--- config.mk ---
export PLATFORM = sky130hd
export DESIGN_NAME = sstf_disk_scheduler_top
export DESIGN_NICKNAME = d
export VERILOG_FILES = /design/src/sv/sstf_pkg.sv /design/src/sv/sstf_disk_scheduler_top.sv
export SDC_FILE = /design/constraint.sdc
export NUM_CORES = 1
export LEC_CHECK = 0
export ABC_CLOCK_PERIOD_IN_PS = 6100
export BUFFER_PORTS_ARGS = -buffer_cell sky130_fd_sc_hd__buf_2
export CAP_MARGIN = 10
export CORE_ASPECT_RATIO = 0.8
export CORE_MARGIN = 2
export CORE_UTILIZATION = 60
export CTS_CLUSTER_SIZE = 24
export DETAILED_ROUTE_END_ITERATION = 10
export MAX_ROUTING_LAYER = met4
export PLACE_DENSITY = 0.77
export SLEW_MARGIN = 20
export SYNTH_ARGS = -nofsm -noshare
export SYNTH_HDL_FRONTEND = slang
export SYNTH_SLANG_ARGS = --single-unit
--- constraint.sdc ---
create_clock -name clk -period 6.1 [get_ports clk]
set_input_delay 0.61 -clock clk [delete_from_list [all_inputs] [get_ports clk]]
set_output_delay 0.61 -clock clk [all_outputs]
set_load 0.005 [all_outputs]
--- src/sv/sstf_pkg.sv ---
package sstf_pkg;

	localparam int DEF_MAX_REQUESTS  = 64;
	localparam int DEF_CYLINDER_BITS = 12;

	// Fixed widths of the stream fields.
	localparam int FIELD_CYL_W = 12;
	localparam int SUM_W       = 18;
	localparam logic [SUM_W-1:0] SUM_MAX = 18'h3FFFF;

	localparam int IN_TDATA_W  = 16;
	localparam int OUT_TDATA_W = 48;

	typedef enum logic {
		OP_LOAD  = 1'b0,
		OP_START = 1'b1
	} opcode_t;

endpackage

--- src/sv/sstf_disk_scheduler_top.sv ---
// A start beat with N loaded requests produces N result beats; each pick scans
// the request memory through its single read port, then emits one beat once the
// output is free. A start beat with nothing loaded goes straight to the emit
// state and presents a single empty beat, marked last.
// The asynchronous reset clears the request count, the served marks, the
// head and sum, and start_head. The request memory itself is not cleared.
module sstf_disk_scheduler_top #(
	parameter int MAX_REQUESTS  = sstf_pkg::DEF_MAX_REQUESTS,
	parameter int CYLINDER_BITS = sstf_pkg::DEF_CYLINDER_BITS
) (
	input  logic                              clk,
	input  logic                              arst_n,
	// Configuration: cfg_data is start_head.
	input  logic                              cfg_valid,
	output logic                              cfg_ready,
	input  logic [sstf_pkg::FIELD_CYL_W-1:0]  cfg_data,
	// Input stream.
	input  logic                              s_axis_tvalid,
	output logic                              s_axis_tready,
	input  logic [sstf_pkg::IN_TDATA_W-1:0]   s_axis_tdata,  // [11:0] request_cylinder
	input  logic                              s_axis_tuser,  // [0] opcode
	// Output stream.
	output logic                              m_axis_tvalid,
	input  logic                              m_axis_tready,
	// [11:0] served_cylinder, [23:12] seek_distance, [41:24] total_seek
	output logic [sstf_pkg::OUT_TDATA_W-1:0]  m_axis_tdata,
	output logic                              m_axis_tuser,  // [0] empty_batch
	output logic                              m_axis_tlast   // last_served
);

	localparam int IDX_W = (MAX_REQUESTS > 1) ? $clog2(MAX_REQUESTS) : 1;
	localparam int CNT_W = $clog2(MAX_REQUESTS + 1);
	localparam int CW    = CYLINDER_BITS;
	localparam int FW    = sstf_pkg::FIELD_CYL_W;
	localparam int SW    = sstf_pkg::SUM_W;

	typedef enum logic [1:0] {
		ST_IDLE,
		ST_SCAN,
		ST_EMIT
	} state_t;

	state_t                  state_q;
	logic [CW-1:0]           start_head_q;
	logic [CNT_W-1:0]        count_q;
	logic [CNT_W-1:0]        scan_idx_q;
	logic [CNT_W-1:0]        pick_q;
	logic [MAX_REQUESTS-1:0] served_q;
	logic [CW-1:0]           head_q;
	logic [SW-1:0]           sum_q;
	logic                    empty_q;
	logic                    found_q;
	logic [IDX_W-1:0]        best_idx_q;
	logic [CW-1:0]           best_dist_q;
	logic [CW-1:0]           best_cyl_q;
	logic                    rd_vld_s1;
	logic [IDX_W-1:0]        rd_idx_s1;
	logic [CW-1:0]           rd_data_s1;

	logic                    out_vld_q;
	logic [FW-1:0]           out_cyl_q;
	logic [FW-1:0]           out_dist_q;
	logic [SW-1:0]           out_sum_q;
	logic                    out_empty_q;
	logic                    out_last_q;

	logic [CW-1:0]           request_mem [MAX_REQUESTS];

	logic                    in_beat;
	logic                    out_beat;
	logic                    out_free;
	logic                    emit_now;
	logic                    mem_we;
	logic [CW-1:0]           cand_dist;
	logic                    cand_better;
	logic [SW:0]             sum_wide;
	logic [SW-1:0]           sum_sat;
	logic                    pick_last;
	sstf_pkg::opcode_t       op;

	assign cfg_ready     = 1'b1;
	assign s_axis_tready = (state_q == ST_IDLE);
	assign in_beat       = s_axis_tvalid && s_axis_tready;
	assign out_beat      = m_axis_tvalid && m_axis_tready;
	assign out_free      = !out_vld_q || m_axis_tready;
	assign emit_now      = (state_q == ST_EMIT) && out_free;
	assign op            = sstf_pkg::opcode_t'(s_axis_tuser);
	assign mem_we        = in_beat && (op == sstf_pkg::OP_LOAD)
		&& (count_q < CNT_W'(MAX_REQUESTS));

	assign cand_dist   = (rd_data_s1 >= head_q) ? (rd_data_s1 - head_q) : (head_q - rd_data_s1);
	assign cand_better = !served_q[rd_idx_s1] && (!found_q || (cand_dist < best_dist_q));

	assign sum_wide  = {1'b0, sum_q} + (SW+1)'(best_dist_q);
	assign sum_sat   = sum_wide[SW] ? sstf_pkg::SUM_MAX : sum_wide[SW-1:0];
	assign pick_last = ((pick_q + CNT_W'(1)) == count_q);

	// Request memory: one write port for loads, one registered read port for scans.
	always_ff @(posedge clk) begin
		if (mem_we) begin
			request_mem[count_q[IDX_W-1:0]] <= CW'(s_axis_tdata[FW-1:0]);
		end
		rd_data_s1 <= request_mem[scan_idx_q[IDX_W-1:0]];
	end

	always_ff @(posedge clk or negedge arst_n) begin
		if (!arst_n) begin
			state_q      <= ST_IDLE;
			start_head_q <= '0;
			count_q      <= '0;
			scan_idx_q   <= '0;
			pick_q       <= '0;
			served_q     <= '0;
			head_q       <= '0;
			sum_q        <= '0;
			empty_q      <= 1'b0;
			found_q      <= 1'b0;
			rd_vld_s1    <= 1'b0;
			out_vld_q    <= 1'b0;
			best_idx_q   <= '0;
			best_dist_q  <= '0;
			best_cyl_q   <= '0;
			rd_idx_s1    <= '0;
			out_cyl_q    <= '0;
			out_dist_q   <= '0;
			out_sum_q    <= '0;
			out_empty_q  <= 1'b0;
			out_last_q   <= 1'b0;
		end else begin
			if (cfg_valid && cfg_ready) begin
				start_head_q <= CW'(cfg_data);
			end
			out_vld_q <= emit_now || (out_vld_q && !out_beat);

			// Compare stage of the scan: one candidate per cycle.
			rd_vld_s1 <= (state_q == ST_SCAN) && (scan_idx_q != count_q);
			if (rd_vld_s1 && cand_better) begin
				found_q     <= 1'b1;
				best_idx_q  <= rd_idx_s1;
				best_dist_q <= cand_dist;
				best_cyl_q  <= rd_data_s1;
			end

			unique case (state_q)
				ST_IDLE: begin
					if (mem_we) begin
						count_q <= count_q + CNT_W'(1);
					end
					if (in_beat && (op == sstf_pkg::OP_START)) begin
						head_q     <= start_head_q;
						sum_q      <= '0;
						pick_q     <= '0;
						scan_idx_q <= '0;
						found_q    <= 1'b0;
						empty_q    <= (count_q == '0);
						state_q    <= (count_q == '0) ? ST_EMIT : ST_SCAN;
					end
				end
				ST_SCAN: begin
					if (scan_idx_q == count_q) begin
						state_q <= ST_EMIT;
					end else begin
						rd_idx_s1  <= scan_idx_q[IDX_W-1:0];
						scan_idx_q <= scan_idx_q + CNT_W'(1);
					end
				end
				ST_EMIT: begin
					if (out_free) begin
						if (empty_q) begin
							out_cyl_q   <= FW'(start_head_q);
							out_dist_q  <= '0;
							out_sum_q   <= '0;
							out_empty_q <= 1'b1;
							out_last_q  <= 1'b1;
							state_q     <= ST_IDLE;
						end else begin
							out_cyl_q   <= FW'(best_cyl_q);
							out_dist_q  <= FW'(best_dist_q);
							out_sum_q   <= sum_sat;
							out_empty_q <= 1'b0;
							out_last_q  <= pick_last;
							head_q      <= best_cyl_q;
							sum_q       <= sum_sat;
							if (pick_last) begin
								// The schedule is done: the batch is forgotten.
								count_q  <= '0;
								served_q <= '0;
								state_q  <= ST_IDLE;
							end else begin
								served_q[best_idx_q] <= 1'b1;
								pick_q     <= pick_q + CNT_W'(1);
								scan_idx_q <= '0;
								found_q    <= 1'b0;
								state_q    <= ST_SCAN;
							end
						end
					end
				end
				default: state_q <= ST_IDLE;
			endcase
		end
	end

	assign m_axis_tvalid = out_vld_q;
	assign m_axis_tdata  = {{(sstf_pkg::OUT_TDATA_W - 2*FW - SW){1'b0}},
		out_sum_q, out_dist_q, out_cyl_q};
	assign m_axis_tuser  = out_empty_q;
	assign m_axis_tlast  = out_last_q;

	a_count_bound: assert property (@(posedge clk) disable iff (!arst_n)
		count_q <= CNT_W'(MAX_REQUESTS))
		else $error("request count exceeds the store depth");

	a_marks_bound: assert property (@(posedge clk) disable iff (!arst_n)
		$countones(served_q) <= int'(count_q))
		else $error("more served marks than loaded requests");

	a_empty_start: assert property (@(posedge clk) disable iff (!arst_n)
		(in_beat && (op == sstf_pkg::OP_START) && (count_q == '0))
		|=> (state_q == ST_EMIT) && empty_q)
		else $error("start with no requests did not go to the empty result");

	a_empty_last: assert property (@(posedge clk) disable iff (!arst_n)
		(m_axis_tvalid && m_axis_tuser) |-> m_axis_tlast)
		else $error("empty result beat not marked last");

endmodule

=== After elaboration in Yosys (flattened, before gate mapping) ===
Memories as Yosys holds them, arrays and structs flattened. A register that Yosys moved wholly into a read port is not among the register bits.
Cells that the tools add are included.

* Add/subtract/negate cells: 6
* Order comparisons: 6
* Eq/ne operators: 13
* Mux-type cells: 50
* Bitwise operators: 4
* Reduce and logical (&&, ||, !) cells: 31

{| class="wikitable"
|+ Operator list
! operator !! count
|-
| $mux W18 || 5
|-
| $mux W7 || 12
|-
| $mux W12 || 6
|-
| $mux W64 || 1
|-
| $or A64 B64 Y64 || 1
|-
| $pmux W18 S2 || 1
|-
| $pmux W7 S2 || 2
|-
| $pmux W12 S2 || 1
|-
| $sub A12 B12 Y12 || 2
|-
| $add A7 B1 Y7 const B || 3
|-
| $pmux W7 S3 || 1
|-
| $add A18 B12 Y19 || 1
|-
| $eq A7 B7 Y1 || 2
|-
| $lt A6 B7 Y1 const B || 2
|-
| $mux W1 || 13
|-
| $ge A12 B12 Y1 || 1
|-
| $lt A12 B12 Y1 || 1
|-
| $logic_and A1 B1 Y1 || 11
|-
| $ne A2 B2 Y1 const B || 5
|-
| $reduce_and A5 Y1 || 2
|-
| $mux W2 || 4
|-
| $logic_not A7 Y1 || 1
|-
| $lt A7 B7 Y1 const B || 1
|-
| $ne A7 B7 Y1 || 1
|-
| other kinds (18) || 30
|}

* Flip-flop bits (word level): 213
* RAM bits: 768
* Input port bits: 34
* Output and inout bits: 53
* Logic and storage cells: 132
* Memories: 1

{| class="wikitable"
|+ Memories
! memory !! words !! width !! rd ports !! clocked after Yosys merged registers in !! wr ports !! line !! source
|-
| request_mem || 64 || 12 || 1 || 1 || 1 || sstf_disk_scheduler_top.sv:67 || <nowiki>logic [CW-1:0] request_mem [MAX_REQUESTS];</nowiki>
|}

=== Longest topological paths before layout ===
* Depth in word-level cells: 11
* Depth in mapped cells: 21
* Depth with buffers taken out: 19

=== Least setup slack after synthesis ===
Ideal clock, no wire load.

* Path type: register to register
* From: reg head_q[4]
* To: reg best_cyl_q[0]
* Library setup time: 0.127 ns
* Arrival: 4.043 ns
* Required time: 5.973 ns
* Path slack: 1.930 ns
* Cell stages (with the launch flop): 19
* Period minus slack after synthesis: 4.170 ns
* Cell sequence: dfrtp_1 > inv_1 > ha_1 > buf_6 > a2111o_1 > a21o_1 > a2111oi_1 > o21bai_1 > buf_6 > mux2_2 > ha_1 > a211oi_1 > o31ai_1 > nand3_1 > a311oi_1 > a211oi_2 > o21a_2 > buf_6 > mux2_1

* Cells in the longest elaborated chain, start to end: 6
* Elaborated cells between the ends (all ways): 8
* Classes of those cells: add/sub: 2; order compare: 2; mux: 1; reduce/logical: 3

{| class="wikitable"
|+ Ends and longest elaborated chain
! what !! line !! source
|-
| start: declaration || sstf_disk_scheduler_top.sv:49 || <nowiki>logic [CW-1:0] head_q;</nowiki>
|-
| start signal: assignment || sstf_disk_scheduler_top.sv:150 || <nowiki>head_q <= start_head_q;</nowiki>
|-
| start signal: assignment || sstf_disk_scheduler_top.sv:182 || <nowiki>head_q <= best_cyl_q;</nowiki>
|-
| $ge A12 B12 Y1 || sstf_disk_scheduler_top.sv:91 || <nowiki>assign cand_dist = (rd_data_s1 >= head_q) ? (rd_data_s1 - head_q) : (head_q - rd_data_s1);</nowiki>
|-
| $mux W12 || sstf_disk_scheduler_top.sv:91 ||
|-
| net cand_dist[1] || sstf_disk_scheduler_top.sv:74 || <nowiki>logic [CW-1:0] cand_dist;</nowiki>
|-
| $lt A12 B12 Y1 || sstf_disk_scheduler_top.sv:92 || <nowiki>assign cand_better = !served_q[rd_idx_s1] && (!found_q || (cand_dist < best_dist_q));</nowiki>
|-
| $logic_or A1 B1 Y1 || sstf_disk_scheduler_top.sv:92 ||
|-
| $logic_and A1 B1 Y1 || sstf_disk_scheduler_top.sv:92 ||
|-
| $logic_and A1 B1 Y1 || sstf_disk_scheduler_top.sv:137 || <nowiki>if (rd_vld_s1 && cand_better) begin</nowiki>
|-
| end signal: assignment || sstf_disk_scheduler_top.sv:141 || <nowiki>best_cyl_q <= rd_data_s1;</nowiki>
|-
| end: declaration || sstf_disk_scheduler_top.sv:55 || <nowiki>logic [CW-1:0] best_cyl_q;</nowiki>
|}

The timed path passes the listed nets, and every way through them passes these cells.
A chain may end at the register's enable or synchronous reset.

=== Worst setup path after layout ===
* From: reg head_q[4]
* To: reg best_cyl_q[11]

* Cells in the longest elaborated chain, start to end: 6
* Elaborated cells between the ends (all ways): 8
* Classes of those cells: add/sub: 2; order compare: 2; mux: 1; reduce/logical: 3

{| class="wikitable"
|+ Ends and longest elaborated chain
! what !! line
|-
| $sub A12 B12 Y12 / $ge A12 B12 Y1 (equally long branches) || sstf_disk_scheduler_top.sv:91
|-
| $mux W12 * || sstf_disk_scheduler_top.sv:91
|-
| net cand_dist[8] || sstf_disk_scheduler_top.sv:74
|-
| $lt A12 B12 Y1 * || sstf_disk_scheduler_top.sv:92
|-
| $logic_or A1 B1 Y1 * || sstf_disk_scheduler_top.sv:92
|-
| $logic_and A1 B1 Y1 * || sstf_disk_scheduler_top.sv:92
|-
| $logic_and A1 B1 Y1 * || sstf_disk_scheduler_top.sv:137
|}

Mark *: on every way through the listed nets, which the timed path passes. The rest lies on a longest branch.

==> summary.md <==
| Metric | Value |
|---|---|
| Run status | `finished clean` |
| Post-cts repair resize count | `0` |
| Worst clock skew | `40.55 ps` |
| Full die area | `between 70000 and 80000 um2` |
| Max-cap violations | `0` |
| Global-route usage over all layers | `28.85%` |
| Hold path start | `cfg_data[6]` |
| Count leader, synth | `edfxtp_1` |
| Input/output buffers | `75` |
| Final Cycle Share | `85.05%` |
| GRT busiest layer | `met2` |
| Post-synth top area share | `56.40%` |
| GP Congestion | `slightly below 0.9` |
| Vias in the first global route | `21890` |
| Critical path fanouts, max | `25` |
| Largest net degree at the start of global routing | `between 100 and 150` |
| DR vias/cell | `around 6.5` |
| Post-synth ARST share | `21.45%` |
| CP Cell Sequence | `inv_1 > ha_1 > a2111o_1 > a21o_1 > a2111oi_1 > o21bai_1 > buf_4 > a211oi_1 > a21oi_1 > xnor2_1 > ha_1 > o21ai_0 > nand2b_1 > a21oi_1 > a311oi_1 > a211oi_2 > o21a_2 > buf_4 > mux2_2` |
| Avg Inst Size Synth | `between 15 and 20 um2` |
| Syn-to-layout area delta | `11.41%` |
| Top-Level Pins | `87` |
| Routed vias | `~22000` |
| Horiz. Die Dim | `slightly below 300 um` |
| Fin crit period | `between 5000 and 6000 ps` |
| Proportion of power drawn by combinational gates | `between 30% and 40%` |
| CTS Buffer Depth | `3` |
| Setup-failing EPs final | `0` |
| Drt pass-1 iters | `6` |
| Final core occ | `67.68%` |
| Synth Cell Area | `40890 um2` |
| Worst setup SP type | `flop` |
| Final count of hold timing violations | `0` |
| Layout filler cell count | `4130` |
| Post-route ant nets | `0` |
| TritonCTS clock tree | `done` |
| Clock Latency Late Sink | `680 ps` |
| Area contributors post-synth | `edfxtp_1, mux4_2, dfrtp_1` |
| Area of the multi-input gates | `~12000 um2` |
| First-pass GRT wire length | `about 140000 um` |
| Layout cells sized above 1 | `24.83%` |
| Req. time, crit path | `6630 ps` |
| Final wirelength | `96010 um` |
| Synth Flop Type | `edfxtp_1` |
| Maximum VDD drop | `0.3129 mV` |
| Rows | `85` |
| Critical Path Max Stage Delay | `480 ps` |
| WL per Instance | `about 28 um` |
| Ys Warns | `0` |
| Clock Sinks | `993` |
| Clock share of power | `29.3%` |
| Sw frac | `31.92%` |
| Met1 usage | `39.59%` |
| FMAX | `0.1928 GHz` |
| Crit Reg-Reg Startpoint | `head_q[4]$_DFFE_PN0P_` |
| Initial drt markers | `2698` |
| Seq pwr share | `40.7%` |
| Setup TNS | `0 ps` |
| Synth Register Bits | `993` |
| Die height | `237.5 um` |
| H-tree levels | `3` |
| GRT overflow | `0` |
| Area leader, netlist | `edfxtp_1` |
| CP delay by family, top | `compound AO/OA/AOI/OAI gates` |
| CP Buf/Inv Count | `3` |
| Most frequent cells after synthesis | `edfxtp_1, mux4_2, dfrtp_1, nor2_1, nand2_1` |
| P_sw | `6.532 mW` |
| Static leakage | `16.02 nW` |
| CP Capture Type | `flop` |
| CTS clk-pin slew, worst paths | `70 ps` |
| CP startpoint | `head_q[4]$_DFFE_PN0P_` |
| Register Area | `28650 um2` |
| Power Dens Cells | `449.1 nW/um2` |
| Seq/Total Area, Yosys | `70.02%` |
| CTS Buf Count | `between 90 and 100` |
| Clock root cell | `clkbuf_16` |
| Relative slew slack | `between 20% and 30%` |
| Critical path type | `flop to flop` |
| Initial antenna violation count | `4` |
| Post-synth cell types | `70` |
| Core Area | `between 60000 and 70000 um2` |
| Pins Over Slew Limit | `0` |
| RSZ-0062 raised after global routing | `false` |
| Slowest cell on the critical path | `a2111o_1` |
| Pint | `13.93 mW` |
| Met2 Usage GRT | `a little over two fifths` |
| Number of flops mapped to enable cells by yosys | `768` |
| Worst hold path type | `primary input to flop` |
| Final nets | `2465` |
| WP data arrival | `between 5000 and 6000 ps` |
| Cell count after synthesis | `2306` |
| Drc violations | `0` |
| Detail Placement HPWL | `55570 um` |
| Actual slew at the worst max-slew pin | `1134 ps` |
| Initial Utilization | `approximately 61%` |
| GR Util met3 | `7.041%` |
[stage by stage]
stage	cells	worst slack, ps	cell area, um2	total power [mW]	hold slack, ps
global placement	3195	1058	42190	14.32	456.0
floorplan	2311	1930	40910	12.65	314.4
CTS	3364	851.7	45390	20.51	80.45
detailed placement	3195	947.2	42220	14.50	458.0
finish	3371	912.1	45560	20.46	179.9
global route	3370	515.6	45560	21.35	154.0
[registers in the layout (all words and copies together), names as in the netlist, 2 cells and up]
name / flops
served_q: 64
pick_q: 7
head_q: 12
start_head_q: 12
best_dist_q: 12
out_sum_q: 18
count_q: 7
sum_q: 18
state_q: 2
rd_idx_s1: 6
request_mem: 768
out_dist_q: 12
best_idx_q: 6
best_cyl_q: 12
out_cyl_q: 12
scan_idx_q: 7
rd_data_s1: 12
[placed cells by master, fill, tap and decap left out, types with 32 or more instances in the layout]
| master | Yosys | routed |
|---|---|---|
| edfxtp_1 | 768 | 768 |
| mux4_2 | 272 | 272 |
| dfrtp_1 | 213 | 208 |
| nor2_1 | 180 | 132 |
| nand2_1 | 119 | 118 |
| a21oi_1 | 101 | 100 |
| clkbuf_16 | 0 | 93 |
| buf_2 | 3 | 68 |
| inv_1 | 57 | 57 |
| o21ai_0 | 52 | 52 |
| ha_1 | 50 | 50 |
| nor2_2 | 0 | 47 |
| buf_4 | 8 | 33 |
| a21o_1 | 32 | 32 |
[cell families (layout without fill, tap and decap cells)]
kind of cell	count (synthesis)	in the layout	share of synthesized area, %
mux	336	336	16.69
buf+inv	194	336	1.955
compound gates	274	274	4.158
simple gates	406	406	4.354
fa+ha+maj	53	53	1.677
other cells	2	12	0.01837
flops	993	993	70.02
xor+xnor	48	48	1.129
[metal layers]
layer / vias to the layer above / routed length, um
met5: - / 0
li1: 9174 / -
met1: 11310 / 37310
met3: 172 / 9269
met2: 1195 / 46960
met4: 0 / 2465
[layout make-up]
type,count,share of cell area [%]
multi-input cells,1124,25.50
flip-flops and latches,993,62.88
clock buffers,112,5.352
diodes,5,0.02746
well taps,913,2.507
repair buffers,110,1.651
inverters,57,0.4696
clock inverters,57,1.612
[final timing paths]
| check | endpoint | cells after the start | slack, ps |
|---|---|---|---|
| setup / recovery | best_cyl_q[11]$_DFFE_PN0P_ | 19 | 910 |
| hold / removal | start_head_q[6]$_DFFE_PN0P_ | 2 | 180 |
| setup reg to reg | best_cyl_q[11]$_DFFE_PN0P_ | 19 | 910 |
| hold reg to reg | out_sum_q[8]$_DFFE_PN0P_ | 2 | 470 |
| max in group asynchronous | out_dist_q[10]$_DFFE_PN0P_ | 4 | 4140 |
| min in group asynchronous | served_q[1]$_DFFE_PN0P_ | 2 | 400 |
[power by group through the flow]
stage | clock, mW | sequential (mW) | combinational [mW]
after floorplan | 0 | 8.10 | 4.56
after global placement | 0 | 8.45 | 5.88
after detailed placement | 0 | 8.47 | 6.02
after CTS | 6.05 | 8.34 | 6.12
after global routing | 6.30 | 8.41 | 6.64
final | 5.99 | 8.34 | 6.13
[what timing repair did]
item                                   in CTS  in global routing
setup endpoints to repair                   0                  0
setup buffers                               0                  0
hold buffers                                0                  1
endpoints found under the hold margin       0                 38
Power figures use the tool's default switching activity.
